**config.mk**
```make
export PLATFORM = sky130hd
export DESIGN_NAME = led_fade_ramp_dither_scaler
export DESIGN_NICKNAME = d
export VERILOG_FILES = /design/src/sv/lfrd_pkg.sv /design/src/sv/lfrd_ramp_div.sv /design/src/sv/lfrd_residue_ram.sv /design/src/sv/led_fade_ramp_dither_scaler.sv
export VERILOG_INCLUDE_DIRS = /design/src /design/src/sv
export SDC_FILE = /design/constraint.sdc
export NUM_CORES = 2
export LEC_CHECK = 0
export ABC_CLOCK_PERIOD_IN_PS = 36600
export BUFFER_PORTS_ARGS = -buffer_cell sky130_fd_sc_hd__buf_2
export CORE_ASPECT_RATIO = 0.6
export CORE_MARGIN = 1
export CORE_UTILIZATION = 25
export CTS_BUF_LIST = sky130_fd_sc_hd__clkbuf_8
export DETAILED_ROUTE_END_ITERATION = 7
export PLACE_DENSITY = 0.43
export SYNTH_ARGS = -nofsm -noshare
export SYNTH_HDL_FRONTEND = slang
export SYNTH_SLANG_ARGS = --single-unit
export TNS_END_PERCENT = 5
```
**constraint.sdc**
```tcl
create_clock -name i_clk -period 36.6 [get_ports i_clk]
set_clock_uncertainty 0.2 [all_clocks]
set_input_delay 5.49 -clock i_clk [delete_from_list [all_inputs] [get_ports i_clk]]
set_output_delay 5.49 -clock i_clk [all_outputs]
set_load 0.005 [all_outputs]
```
**src/sv/led_fade_ramp_dither_scaler_defines.svh**
```systemverilog
// Assertion macros shared by the fade and dither scaler.
`ifndef LED_FADE_RAMP_DITHER_SCALER_DEFINES_SVH
`define LED_FADE_RAMP_DITHER_SCALER_DEFINES_SVH

// Same-cycle implication, disabled while reset is asserted.
`define LFRD_ASSERT_IMPLY(label, clk, rst_n, ante, cons) \
    label: assert property (@(posedge clk) disable iff (!rst_n) (ante) |-> (cons)) \
        else $error("implication check failed");

// Next-cycle implication, disabled while reset is asserted.
`define LFRD_ASSERT_NEXT(label, clk, rst_n, ante, cons) \
    label: assert property (@(posedge clk) disable iff (!rst_n) (ante) |=> (cons)) \
        else $error("next-cycle check failed");

`endif

```
**src/sv/lfrd_pkg.sv**
```systemverilog
// Types and constants of the fade and dither scaler.
package lfrd_pkg;

    localparam int FADE_W   = 9;
    localparam int CFG_IDX_W = 2;
    localparam int CFG_DATA_W = 16;

    localparam logic [FADE_W-1:0] FULL_LEVEL = 9'd256;

    localparam logic [CFG_DATA_W-1:0] FADE_IN_RESET  = 16'd2000;
    localparam logic [CFG_DATA_W-1:0] FADE_OUT_RESET = 16'd10000;

    localparam logic [CFG_IDX_W-1:0] CFG_FADE_IN  = 2'd0;
    localparam logic [CFG_IDX_W-1:0] CFG_FADE_OUT = 2'd1;

    localparam logic CMD_TICK    = 1'b0;
    localparam logic CMD_CHANNEL = 1'b1;

    typedef logic [1:0] t_rail_ev;
    localparam t_rail_ev EV_NONE    = 2'd0;
    localparam t_rail_ev EV_BLANK   = 2'd1;
    localparam t_rail_ev EV_UNBLANK = 2'd2;

    typedef struct packed {
        logic        command;
        logic        want_on;
        logic [31:0] now_ms;
        logic [7:0]  channel_index;
        logic [7:0]  channel_value;
    } t_in_item;

    typedef struct packed {
        logic [7:0]        scaled_value;
        logic [FADE_W-1:0] fade_level;
        logic              is_blanked;
        logic              is_fading;
        t_rail_ev          rail_event;
        logic              repaint;
    } t_out_item;

endpackage

```
**src/sv/lfrd_ramp_div.sv**
```systemverilog
// Bit-serial divider giving the 8-bit ramp progress (dividend * 256) / divisor.
module lfrd_ramp_div (
    input  logic        i_clk,
    input  logic        i_rst_n,
    input  logic        i_start,
    input  logic [15:0] i_dividend,
    input  logic [15:0] i_divisor,
    output logic        o_done,
    output logic [7:0]  o_quotient
);

    logic        r_busy;
    logic        r_done;
    logic [2:0]  r_cnt;
    logic [15:0] r_rem;
    logic [15:0] r_div;
    logic [7:0]  r_quo;

    logic [16:0] w_shift;
    logic        w_ge;

    // The dividend is below the divisor, so each step shifts in one zero bit.
    assign w_shift = {r_rem, 1'b0};
    assign w_ge    = (w_shift >= {1'b0, r_div});

    always_ff @(posedge i_clk) begin
        if (!i_rst_n) begin
            r_busy <= 1'b0;
            r_done <= 1'b0;
            r_cnt  <= 3'd0;
        end else begin
            r_done <= 1'b0;
            if (i_start) begin
                r_busy <= 1'b1;
                r_cnt  <= 3'd7;
            end else if (r_busy) begin
                r_cnt <= r_cnt - 3'd1;
                if (r_cnt == 3'd0) begin
                    r_busy <= 1'b0;
                    r_done <= 1'b1;
                end
            end
        end
    end

    always_ff @(posedge i_clk) begin
        if (i_start) begin
            r_rem <= i_dividend;
            r_div <= i_divisor;
            r_quo <= 8'd0;
        end else if (r_busy) begin
            r_rem <= w_ge ? 16'(w_shift - {1'b0, r_div}) : w_shift[15:0];
            r_quo <= {r_quo[6:0], w_ge};
        end
    end

    assign o_done     = r_done;
    assign o_quotient = r_quo;

endmodule

```
**src/sv/lfrd_residue_ram.sv**
```systemverilog
// Dither residue memory with a registered read port and a clearing pass after reset.
module lfrd_residue_ram #(
    parameter int DEPTH = 198,
    parameter int AW    = 8
) (
    input  logic          i_clk,
    input  logic          i_rst_n,
    input  logic          i_rd_en,
    input  logic [AW-1:0] i_rd_addr,
    output logic [7:0]    o_rd_data,
    input  logic          i_wr_en,
    input  logic [AW-1:0] i_wr_addr,
    input  logic [7:0]    i_wr_data,
    output logic          o_clearing
);

    logic [7:0]    r_mem [DEPTH];
    logic [7:0]    r_rd_data;
    logic          r_clr_active;
    logic [AW-1:0] r_clr_addr;

    always_ff @(posedge i_clk) begin
        if (!i_rst_n) begin
            r_clr_active <= 1'b1;
            r_clr_addr   <= '0;
        end else if (r_clr_active) begin
            r_clr_addr <= r_clr_addr + AW'(1);
            if (r_clr_addr == AW'(DEPTH - 1)) begin
                r_clr_active <= 1'b0;
            end
        end
    end

    always_ff @(posedge i_clk) begin
        if (r_clr_active) begin
            r_mem[r_clr_addr] <= 8'd0;
        end else if (i_wr_en) begin
            r_mem[i_wr_addr] <= i_wr_data;
        end
    end

    always_ff @(posedge i_clk) begin
        if (i_rd_en) begin
            r_rd_data <= r_mem[i_rd_addr];
        end
    end

    assign o_rd_data  = r_rd_data;
    assign o_clearing = r_clr_active;

endmodule

```
**src/sv/led_fade_ramp_dither_scaler.sv**
```systemverilog
// Top level of the LED fade ramp and temporal dither scaler.
// Channel items pass from the input transfer through S_CHAN to S_FIN; tick items pass
// through S_TICK0 and S_TICK1, then straight to S_FIN, or through S_MUL and S_APPLY,
// with the eight-step serial divider in S_DIV first when the ramp progress needs it.
// One item is in flight at a time; the next input transfer is taken the cycle after the
// previous result is loaded into the output register. Reset is synchronous and active low;
// afterwards a clearing pass zeroes the residue memory while no item is taken.
module led_fade_ramp_dither_scaler #(
    parameter int NUM_CHANNELS = 198
) (
    input  logic                                i_clk,
    input  logic                                i_rst_n,
    input  logic                                i_in_valid,
    output logic                                o_in_ready,
    input  lfrd_pkg::t_in_item                  i_in_item,
    output logic                                o_out_valid,
    input  logic                                i_out_ready,
    output lfrd_pkg::t_out_item                 o_out_item,
    input  logic                                i_cfg_valid,
    output logic                                o_cfg_ready,
    input  logic [lfrd_pkg::CFG_IDX_W-1:0]      i_cfg_index,
    input  logic [lfrd_pkg::CFG_DATA_W-1:0]     i_cfg_data
);

    `include "led_fade_ramp_dither_scaler_defines.svh"

    localparam int AW = $clog2(NUM_CHANNELS);
    localparam int FW = lfrd_pkg::FADE_W;

    // Sequencer states.
    localparam logic [2:0] S_IDLE  = 3'd0;
    localparam logic [2:0] S_TICK0 = 3'd1;
    localparam logic [2:0] S_TICK1 = 3'd2;
    localparam logic [2:0] S_DIV   = 3'd3;
    localparam logic [2:0] S_MUL   = 3'd4;
    localparam logic [2:0] S_APPLY = 3'd5;
    localparam logic [2:0] S_CHAN  = 3'd6;
    localparam logic [2:0] S_FIN   = 3'd7;

    logic [2:0]              r_state;
    lfrd_pkg::t_in_item      r_item;

    // Configuration registers.
    logic [15:0]             r_fade_in_ms;
    logic [15:0]             r_fade_out_ms;

    // Ramp state.
    logic [FW-1:0]           r_fade;
    logic [FW-1:0]           r_target;
    logic [FW-1:0]           r_start_level;
    logic [31:0]             r_start_time;
    logic                    r_blanked;

    // Per-item working registers.
    lfrd_pkg::t_rail_ev      r_ev;
    logic                    r_repaint;
    logic [7:0]              r_scaled;
    logic [FW-1:0]           r_prog;
    logic [FW-1:0]           r_step;

    // Output register.
    logic                    r_out_valid;
    lfrd_pkg::t_out_item     r_out_item;

    logic                    w_accept;
    logic                    w_clearing;
    logic                    w_out_load;
    logic                    w_div_start;
    logic                    w_div_done;
    logic [7:0]              w_div_quo;
    logic [15:0]             w_dur;
    logic [31:0]             w_elapsed;
    logic                    w_ramp_done;
    logic                    w_up;
    logic [FW-1:0]           w_span;
    logic [17:0]             w_span_prod;
    logic [FW-1:0]           w_fade_new;
    logic [AW+7:0]           w_rd_idx_ext;
    logic [AW+7:0]           w_ch_idx_ext;
    logic                    w_in_range;
    logic [7:0]              w_rd_data;
    logic                    w_res_we;
    logic [16:0]             w_prod;
    logic [8:0]              w_acc;
    logic [9:0]              w_whole;
    logic [7:0]              w_chan_res;

    assign w_accept    = i_in_valid && o_in_ready;
    assign o_in_ready  = (r_state == S_IDLE) && !w_clearing;
    assign o_cfg_ready = 1'b1;
    assign w_out_load  = (r_state == S_FIN) && (!r_out_valid || i_out_ready);

    // Configuration writes; an index past the register list is dropped.
    always_ff @(posedge i_clk) begin
        if (!i_rst_n) begin
            r_fade_in_ms  <= lfrd_pkg::FADE_IN_RESET;
            r_fade_out_ms <= lfrd_pkg::FADE_OUT_RESET;
        end else if (i_cfg_valid) begin
            case (i_cfg_index)
                lfrd_pkg::CFG_FADE_IN:  r_fade_in_ms  <= i_cfg_data;
                lfrd_pkg::CFG_FADE_OUT: r_fade_out_ms <= i_cfg_data;
                default: ;
            endcase
        end
    end

    // Ramp arithmetic, all on the already updated ramp registers.
    assign w_dur       = (r_target > r_start_level) ? r_fade_in_ms : r_fade_out_ms;
    assign w_elapsed   = r_item.now_ms - r_start_time;
    assign w_ramp_done = (w_elapsed >= {16'd0, w_dur});
    assign w_up        = (r_target >= r_start_level);
    assign w_span      = w_up ? (r_target - r_start_level) : (r_start_level - r_target);
    assign w_span_prod = {9'd0, w_span} * {9'd0, r_prog};
    assign w_fade_new  = w_up ? (r_start_level + r_step) : (r_start_level - r_step);
    assign w_div_start = (r_state == S_TICK1) && (r_fade != r_target) && !w_ramp_done;

    lfrd_ramp_div u_div (
        .i_clk      (i_clk),
        .i_rst_n    (i_rst_n),
        .i_start    (w_div_start),
        .i_dividend (w_elapsed[15:0]),
        .i_divisor  (w_dur),
        .o_done     (w_div_done),
        .o_quotient (w_div_quo)
    );

    // Channel scaling. The residue is read at the input transfer and used in the next cycle, in S_CHAN.
    assign w_rd_idx_ext = {{AW{1'b0}}, i_in_item.channel_index};
    assign w_ch_idx_ext = {{AW{1'b0}}, r_item.channel_index};
    assign w_in_range   = (w_ch_idx_ext < (AW+8)'(NUM_CHANNELS));
    assign w_prod       = {9'd0, r_item.channel_value} * {8'd0, r_fade};
    assign w_acc        = {1'b0, w_rd_data} + {1'b0, w_prod[7:0]};
    assign w_whole      = {1'b0, w_prod[16:8]} + (w_in_range ? {9'd0, w_acc[8]} : 10'd0);
    assign w_chan_res   = (w_whole > 10'd255) ? 8'hFF : w_whole[7:0];
    assign w_res_we     = (r_state == S_CHAN) && !r_blanked && !r_fade[8] && w_in_range;

    lfrd_residue_ram #(
        .DEPTH (NUM_CHANNELS),
        .AW    (AW)
    ) u_residue (
        .i_clk      (i_clk),
        .i_rst_n    (i_rst_n),
        .i_rd_en    (w_accept),
        .i_rd_addr  (w_rd_idx_ext[AW-1:0]),
        .o_rd_data  (w_rd_data),
        .i_wr_en    (w_res_we),
        .i_wr_addr  (w_ch_idx_ext[AW-1:0]),
        .i_wr_data  (w_acc[7:0]),
        .o_clearing (w_clearing)
    );

    // Sequencer and ramp state updates.
    always_ff @(posedge i_clk) begin
        if (!i_rst_n) begin
            r_state       <= S_IDLE;
            r_fade        <= lfrd_pkg::FULL_LEVEL;
            r_target      <= lfrd_pkg::FULL_LEVEL;
            r_start_level <= lfrd_pkg::FULL_LEVEL;
            r_start_time  <= 32'd0;
            r_blanked     <= 1'b0;
            r_ev          <= lfrd_pkg::EV_NONE;
            r_repaint     <= 1'b0;
        end else begin
            case (r_state)
                S_IDLE: begin
                    if (w_accept) begin
                        r_ev      <= lfrd_pkg::EV_NONE;
                        r_repaint <= 1'b0;
                        r_state   <= (i_in_item.command == lfrd_pkg::CMD_CHANNEL) ?
                                     S_CHAN : S_TICK0;
                    end
                end
                S_TICK0: begin
                    // Light wanted while the rail is down restarts the ramp from black.
                    if (r_item.want_on && r_blanked) begin
                        r_blanked     <= 1'b0;
                        r_ev          <= lfrd_pkg::EV_UNBLANK;
                        r_fade        <= '0;
                        r_target      <= lfrd_pkg::FULL_LEVEL;
                        r_start_level <= '0;
                        r_start_time  <= r_item.now_ms;
                    end else if ((r_item.want_on ? lfrd_pkg::FULL_LEVEL : FW'(0))
                                 != r_target) begin
                        r_target      <= r_item.want_on ? lfrd_pkg::FULL_LEVEL : FW'(0);
                        r_start_level <= r_fade;
                        r_start_time  <= r_item.now_ms;
                    end
                    r_state <= S_TICK1;
                end
                S_TICK1: begin
                    if (r_fade == r_target) begin
                        if ((r_target == '0) && !r_blanked) begin
                            r_blanked <= 1'b1;
                            r_ev      <= lfrd_pkg::EV_BLANK;
                        end
                        r_state <= S_FIN;
                    end else if (w_ramp_done) begin
                        r_state <= S_MUL;
                    end else begin
                        r_state <= S_DIV;
                    end
                end
                S_DIV: begin
                    if (w_div_done) begin
                        r_state <= S_MUL;
                    end
                end
                S_MUL: begin
                    r_state <= S_APPLY;
                end
                S_APPLY: begin
                    r_fade    <= w_fade_new;
                    r_repaint <= 1'b1;
                    if ((w_fade_new == '0) && (r_target == '0) && !r_blanked) begin
                        r_blanked <= 1'b1;
                        r_ev      <= lfrd_pkg::EV_BLANK;
                    end
                    r_state <= S_FIN;
                end
                S_CHAN: begin
                    r_state <= S_FIN;
                end
                S_FIN: begin
                    if (w_out_load) begin
                        r_state <= S_IDLE;
                    end
                end
                default: begin
                    r_state <= S_IDLE;
                end
            endcase
        end
    end

    // Payload registers of the current item.
    always_ff @(posedge i_clk) begin
        if (w_accept) begin
            r_item   <= i_in_item;
            r_scaled <= 8'd0;
        end
        if ((r_state == S_TICK1) && w_ramp_done) begin
            r_prog <= lfrd_pkg::FULL_LEVEL;
        end else if ((r_state == S_DIV) && w_div_done) begin
            r_prog <= {1'b0, w_div_quo};
        end
        if (r_state == S_MUL) begin
            r_step <= w_span_prod[16:8];
        end
        if (r_state == S_CHAN) begin
            if (r_blanked) begin
                r_scaled <= 8'd0;
            end else if (r_fade[8]) begin
                r_scaled <= r_item.channel_value;
            end else begin
                r_scaled <= w_chan_res;
            end
        end
    end

    // Output register: a waiting result does not hold back the next input transfer.
    always_ff @(posedge i_clk) begin
        if (!i_rst_n) begin
            r_out_valid <= 1'b0;
        end else if (w_out_load) begin
            r_out_valid <= 1'b1;
        end else if (i_out_ready) begin
            r_out_valid <= 1'b0;
        end
    end

    always_ff @(posedge i_clk) begin
        if (w_out_load) begin
            r_out_item.scaled_value <= r_scaled;
            r_out_item.fade_level   <= r_fade;
            r_out_item.is_blanked   <= r_blanked;
            r_out_item.is_fading    <= (r_fade != r_target);
            r_out_item.rail_event   <= r_ev;
            r_out_item.repaint      <= r_repaint;
        end
    end

    assign o_out_valid = r_out_valid;
    assign o_out_item  = r_out_item;

    // The brightness scalar never leaves its range.
    `LFRD_ASSERT_IMPLY(a_fade_range, i_clk, i_rst_n, 1'b1, r_fade <= lfrd_pkg::FULL_LEVEL)
    // A result delivered while the rail is down carries no light.
    `LFRD_ASSERT_IMPLY(a_blank_dark, i_clk, i_rst_n, o_out_valid && o_out_item.is_blanked,
        o_out_item.scaled_value == 8'd0)
    // A rail event agrees with the reported rail state.
    `LFRD_ASSERT_IMPLY(a_event_rail, i_clk, i_rst_n,
        o_out_valid && (o_out_item.rail_event != lfrd_pkg::EV_NONE),
        o_out_item.is_blanked == (o_out_item.rail_event == lfrd_pkg::EV_BLANK))
    // Only one item is in flight: an input transfer closes the input side.
    `LFRD_ASSERT_NEXT(a_one_in_flight, i_clk, i_rst_n, i_in_valid && o_in_ready, !o_in_ready)

endmodule

```
## Word level (Yosys, flattened, before mapping)

Memories as Yosys holds them, arrays and structs flattened. A register that Yosys moved wholly into a read port is not among the register bits.
Index checks and enable logic that the tools add are counted.

- Memories: 1
- RAM bits: 1584
- Logic and storage cells: 175
- Register bits: 250

Memories:

| name | words | width | rd ports | clocked after Yosys merged registers in | wr ports | RTL line | source |
|---|---|---|---|---|---|---|---|
| u_residue.r_mem | 198 | 8 | 1 | 1 | 1 | lfrd_residue_ram.sv:17 | `logic [7:0] r_mem [DEPTH];` |

- Add/sub/neg operators: 10
- Multipliers: 2
- Bitwise gates (word level): 2
- Muxes and demuxes: 59
- $lt $le $gt $ge: 6
- Eq/ne operators: 19
- Reductions and logical operators: 44

Operators by type and width:

| kind | count |
|---|---|
| 9-bit 2-to-1 mux | 8 |
| 16-bit 2-to-1 mux | 4 |
| 32-bit 2-to-1 mux | 2 |
| 8-bit 2-to-1 mux | 7 |
| 32-bit by 16-bit >= comparator with 1-bit output | 1 |
| 32-bit subtractor | 1 |
| 9-bit subtractor | 3 |
| 3-bit 2-to-1 mux | 8 |
| 3-bit one-hot mux with 7 select lines | 1 |
| 1-bit 2-to-1 mux | 20 |
| 9-bit zero test | 2 |
| 9-bit inequality test | 2 |
| 9-bit one-hot mux with 2 select lines | 1 |
| 17-bit by 16-bit >= comparator with 1-bit output | 1 |
| 8-bit by 9-bit multiplier with 17-bit output | 1 |
| 9-bit by 9-bit multiplier with 17-bit output | 1 |
| 16-bit subtractor | 1 |
| 1-bit logical AND | 14 |
| 3-bit equality test, second input constant | 4 |
| 2-bit nonzero test | 6 |
| 9-bit by 1-bit adder with 10-bit output | 1 |
| 10-bit by 8-bit > comparator with 1-bit output, second input constant | 1 |
| 2-bit 2-to-1 mux | 5 |
| 2-bit inequality test, second input constant | 5 |
| 30 further kinds | 42 |

## Depth between registers and ports, before layout

- Depth after elaboration: 9
- Gate-level depth with buffers: 29
- Gate-level depth less buffers: 28

## By module

A second synthesis with hierarchy kept.

- Cell total of the unflattened synthesis: 4964
- Area, all modules: 80305.8 um^2

By module, submodules not included:

| module | area an instance (um^2) | cells an instance | times used |
|---|---|---|---|
| lfrd_residue_ram | 62242.2 | 2968 | 1 |
| led_fade_ramp_dither_scaler | 15369.7 | 1736 | 1 |
| lfrd_ramp_div | 2693.8 | 260 | 1 |

## Worst setup path before layout

OpenSTA, ideal clock, no wires.

- Path kind: register -> register
- Start: register r_state[1]
- End: memory u_residue.r_mem[0][2], data pin
- Arrival: 9.709 ns
- Stages on the path, launching flop included: 9
- Period minus slack after synthesis: 11.575 ns
- Slack: 25.025 ns
- Setup time: 1.666 ns
- Cells stage by stage: dfxtp_1 > clkbuf_1 > nand2b_1 > or2_2 > nor2_2 > or4b_2 > clkbuf_1 > clkbuf_1 > nor3_1

- Cells in the longest elaborated chain, start to end: 9

Ends and longest elaborated chain:

| item | RTL line | source |
|---|---|---|
| from (decl) | led_fade_ramp_dither_scaler.sv:40 | `logic [2:0] r_state;` |
| from (signal assigned) | led_fade_ramp_dither_scaler.sv:169 | `r_state <= (i_in_item.command == lfrd_pkg::CMD_CHANNEL) ?` |
| 3-bit equality test | led_fade_ramp_dither_scaler.sv:135 | `assign w_res_we = (r_state == S_CHAN) && !r_blanked && !r_fade[8] && w_in_range;` |
| 1-bit logical AND (3 in a row) | led_fade_ramp_dither_scaler.sv:135 |  |
| 1-bit 2-to-1 mux | lfrd_residue_ram.sv:37 | `end else if (i_wr_en) begin` |
| 1-bit 2-to-1 mux | lfrd_residue_ram.sv:35 | `if (r_clr_active) begin` |
| 1-bit 2-to-1 mux (not written as such) | lfrd_residue_ram.sv:38 | `r_mem[i_wr_addr] <= i_wr_data;` |
| 8-bit OR reduction (no source line) | -- |  |
| 8-bit 2-to-1 mux (no source line) | -- |  |
| to (decl) | lfrd_residue_ram.sv:17 |  |

No other way between the ends.

==> flow_summary.json <==
{
  "outcome": "complete, but fails checks",
  "violations": "design-rule violations",
  "cpPeakStageDelay_ns": 0.78,
  "core-area_mm2": 0.317,
  "tightest_slew_ns": 1.36,
  "synth-simple-area-share": 0.0564,
  "root_buffer": "clkbuf_8",
  "ctsHoldBuffers": 0,
  "clkPwrFrac": 0.399,
  "drc_errors": 2,
  "sequentialPowerShare": 0.529,
  "yosysWarnings": 0,
  "netlist_area_mm2": 0.0797,
  "synthAdderAreaFrac": 0.0484,
  "synthTopCellsByArea": "edfxtp_1 64%, mux4_2 14%, dfxtp_1 3.1%",
  "switching_share": 0.249,
  "fillers": 31540,
  "seqCellArea_mm2": 0.0539,
  "synth_top_area_frac": 0.645,
  "synthMuxAreaShare": 0.152,
  "ys_ff_latch": 1834,
  "post-synth-top-area-cell": "edfxtp_1",
  "die_w_um": 731,
  "cts_buffer_depth": 4,
  "syn_nets": 4940,
  "critPathArrivalTime_ns": 10.48,
  "ys_seq_area_frac": 0.676,
  "netlist_instances": 4615,
  "htreeDepth": 5,
  "synth-main-ff-cell": "edfxtp_1",
  "cellPowerDensity_mw_per_mm2": 47.7,
  "path_max_fanout": 66,
  "criticalPathCategory": "in2reg",
  "syn_area_per_cell_um2": 17.3,
  "wire_per_inst_um": 25.3,
  "min_path_type": "reg2reg",
  "cts_resized": 0,
  "final_nets": 5205,
  "multiInputGateArea_mm2": 0.0242,
  "drt_iter0_drc": 4344,
  "drive_gt1_frac": 0.224,
  "ant_nets": 0,
  "cts_tree": "built",
  "die_y_um": 439,
  "internal_power_uw": 3260,
  "layout_commonest_cell": "edfxtp_1",
  "grt_pass1_wl_um": 333000,
  "synth_cell_type_count": 85,
  "min_period_over_period": 0.273,
  "most-common-layout-cells": "1712 x edfxtp_1, 512 x mux4_2, 354 x nand2_1",
  "min_period_ns": 9.99,
  "fmaxAchievable_ghz": 0.100,
  "cp_cell_sequence": "buf_8 -> buf_4 -> buf_4 -> buf_4 -> mux4_2 -> mux4_2 -> mux4_2 -> nor2b_1 -> a211oi_1 -> a21oi_1",
  "rsz0062_at_grt": "no",
  "synth_edf_count": 1712,
  "overflow": 0,
  "drt_pass1_iterations": 8,
  "numPortBuffers": 96,
  "irDropWorstVdd_uv": 27.4,
  "gr-usage-all-layers": 0.144,
  "cts_setup_buffers": 0,
  "max_slew_margin": 0.0895,
  "setup_tns_ns": 0,
  "drv_cap": 0,
  "synth-compound-area-share": 0.0362,
  "fp.dieArea_mm2": 0.321,
  "placed_cell_area_mm2": 0.0855,
  "synth_xor_area_frac": 0.00901,
  "grt_pass1_vias": 43232,
  "worstSkewPairLatency_ns": 0.97,
  "path_clk_slew_ns": 0.06,
  "grt_max_degree": 179,
  "synth_top_family_by_area": "multiplexers",
  "hold_violations": 0,
  "grt_antenna_before_repair": 24,
  "clock-sinks": 1834,
  "finalSetupViolCount": 0,
  "cts_buffers": 291,
  "num_rows": 160,
  "slew_viol_final": 0,
  "worst_setup_path_start_kind": "primary input",
  "power_frac_comb": 0.072,
  "ys_async_sr_fraction": 0,
  "areaGrowthSynthToFinish_pct": 14.1,
  "detail_route.wirelength_um": 235000,
  "num_vias": 43373,
  "io-pin-count": 98,
  "vias_per_cell": 4.66,
  "cp.required_ns": 37.09,
  "leakagePower_uw": 0.0281,
  "gp_congestion": 0.792,
  "switchingPower_uw": 1080,
  "crit_path_end_kind": "flip-flop",
  "stdcell_area_mm2": 0.0910,
  "post-dp-hpwl_um": 150000,
  "start_util": 0.252,
  "slowest_stage": "buf_4"
}
[cells by family (layout without fill, tap and decap cells)]
family,after synthesis,count (layout)
other,1,6
xor gates and xnor gates,82,82
adders and majority gates,252,252
and+or+nand+nor,990,990
DFF,1834,1834
AOI/OAI and AO/OA,431,431
buffers and inverters,453,929
muxes,572,572
[layer usage]
layer,GRT usage,routed length [um],vias to the layer above
li1,-,-,18503
met5,0,0,-
met3,0.0489,22400,279
met2,0.182,89100,1606
met1,0.231,120000,22985
met4,0.0270,3710,0
[stage by stage]
step | power [uW] | setup slack [ns] | utilization | hold slack, ns | std cells
floorplan | 2540 | 25.02 | - | 0.200 | 4615
global placement | 2650 | 25.52 | 0.270 | 0.207 | 8799
detailed placement | 2650 | 25.48 | 0.270 | 0.205 | 8799
CTS | 4390 | 26.57 | 0.287 | 0.220 | 9303
global route | 4500 | 26.44 | 0.287 | 0.229 | 9305
finish | 4340 | 26.61 | 0.287 | 0.218 | 9308
[area by class of cell]
type | instances | area share
flip-flops and latches | 1834 | 0.592
multi-input cells | 2328 | 0.266
well taps | 4212 | 0.0579
clock buffers | 308 | 0.0466
repair buffers | 214 | 0.0157
clock inverters | 196 | 0.0128
inverters | 211 | 0.00871
diodes | 5 | 0.000138
[sequential cells by signal, indices dropped and copies added, names as in the netlist, 3 cells and up]
| name | flops |
|---|---|
| r_fade_in_ms | 16 |
| r_item | 49 |
| r_fade | 9 |
| u_residue.o_rd_data | 8 |
| u_residue.r_clr_addr | 8 |
| r_scaled | 8 |
| r_start_level | 9 |
| r_prog | 9 |
| r_fade_out_ms | 16 |
| u_div.o_quotient | 8 |
| r_step | 9 |
| u_residue.r_mem | 1584 |
| u_div.r_cnt | 3 |
| u_div.r_div | 16 |
| u_div.r_rem | 16 |
| r_state | 3 |
| o_out_item | 22 |
| r_start_time | 32 |
[final timing paths]
check        cells past startpoint  slack [ns]                     end        startpoint
max                             10       26.61  u_residue.o_rd_data[1]      i_in_item[9]
max reg2reg                     25       28.28               r_step[8]  r_start_level[0]
min reg2reg                      0        0.22          o_out_item[19]       r_scaled[5]
min                              0        0.22          o_out_item[19]       r_scaled[5]
[synthesized netlist by cell type (all sizes together) (75+ instances only)]
library cell,instances
a21boi,75
a21oi,105
nor2,301
fa,94
ha,158
and2,96
dfxtp,122
o21ai,85
edfxtp,1712
clkbuf,179
inv,211
nand2,360
mux4,512
[power by group through the flow]
stage                     logic, uW  registers, uW  clock network (uW)
after floorplan                 211           2330                   0
after global placement          310           2340                   0
after detailed placement        312           2340                   0
after CTS                       313           2290                1780
after global routing            341           2300                1860
final                           310           2290                1730
[critical path: cells and delay by family]
kind	cells	cell delay, ns
multiplexers	3	1.49
buffers and inverters	4	2.56
AND/OR/NAND/NOR	1	0.14
AO/OA/AOI/OAI	2	0.55
(Power assumes the default switching activity.)
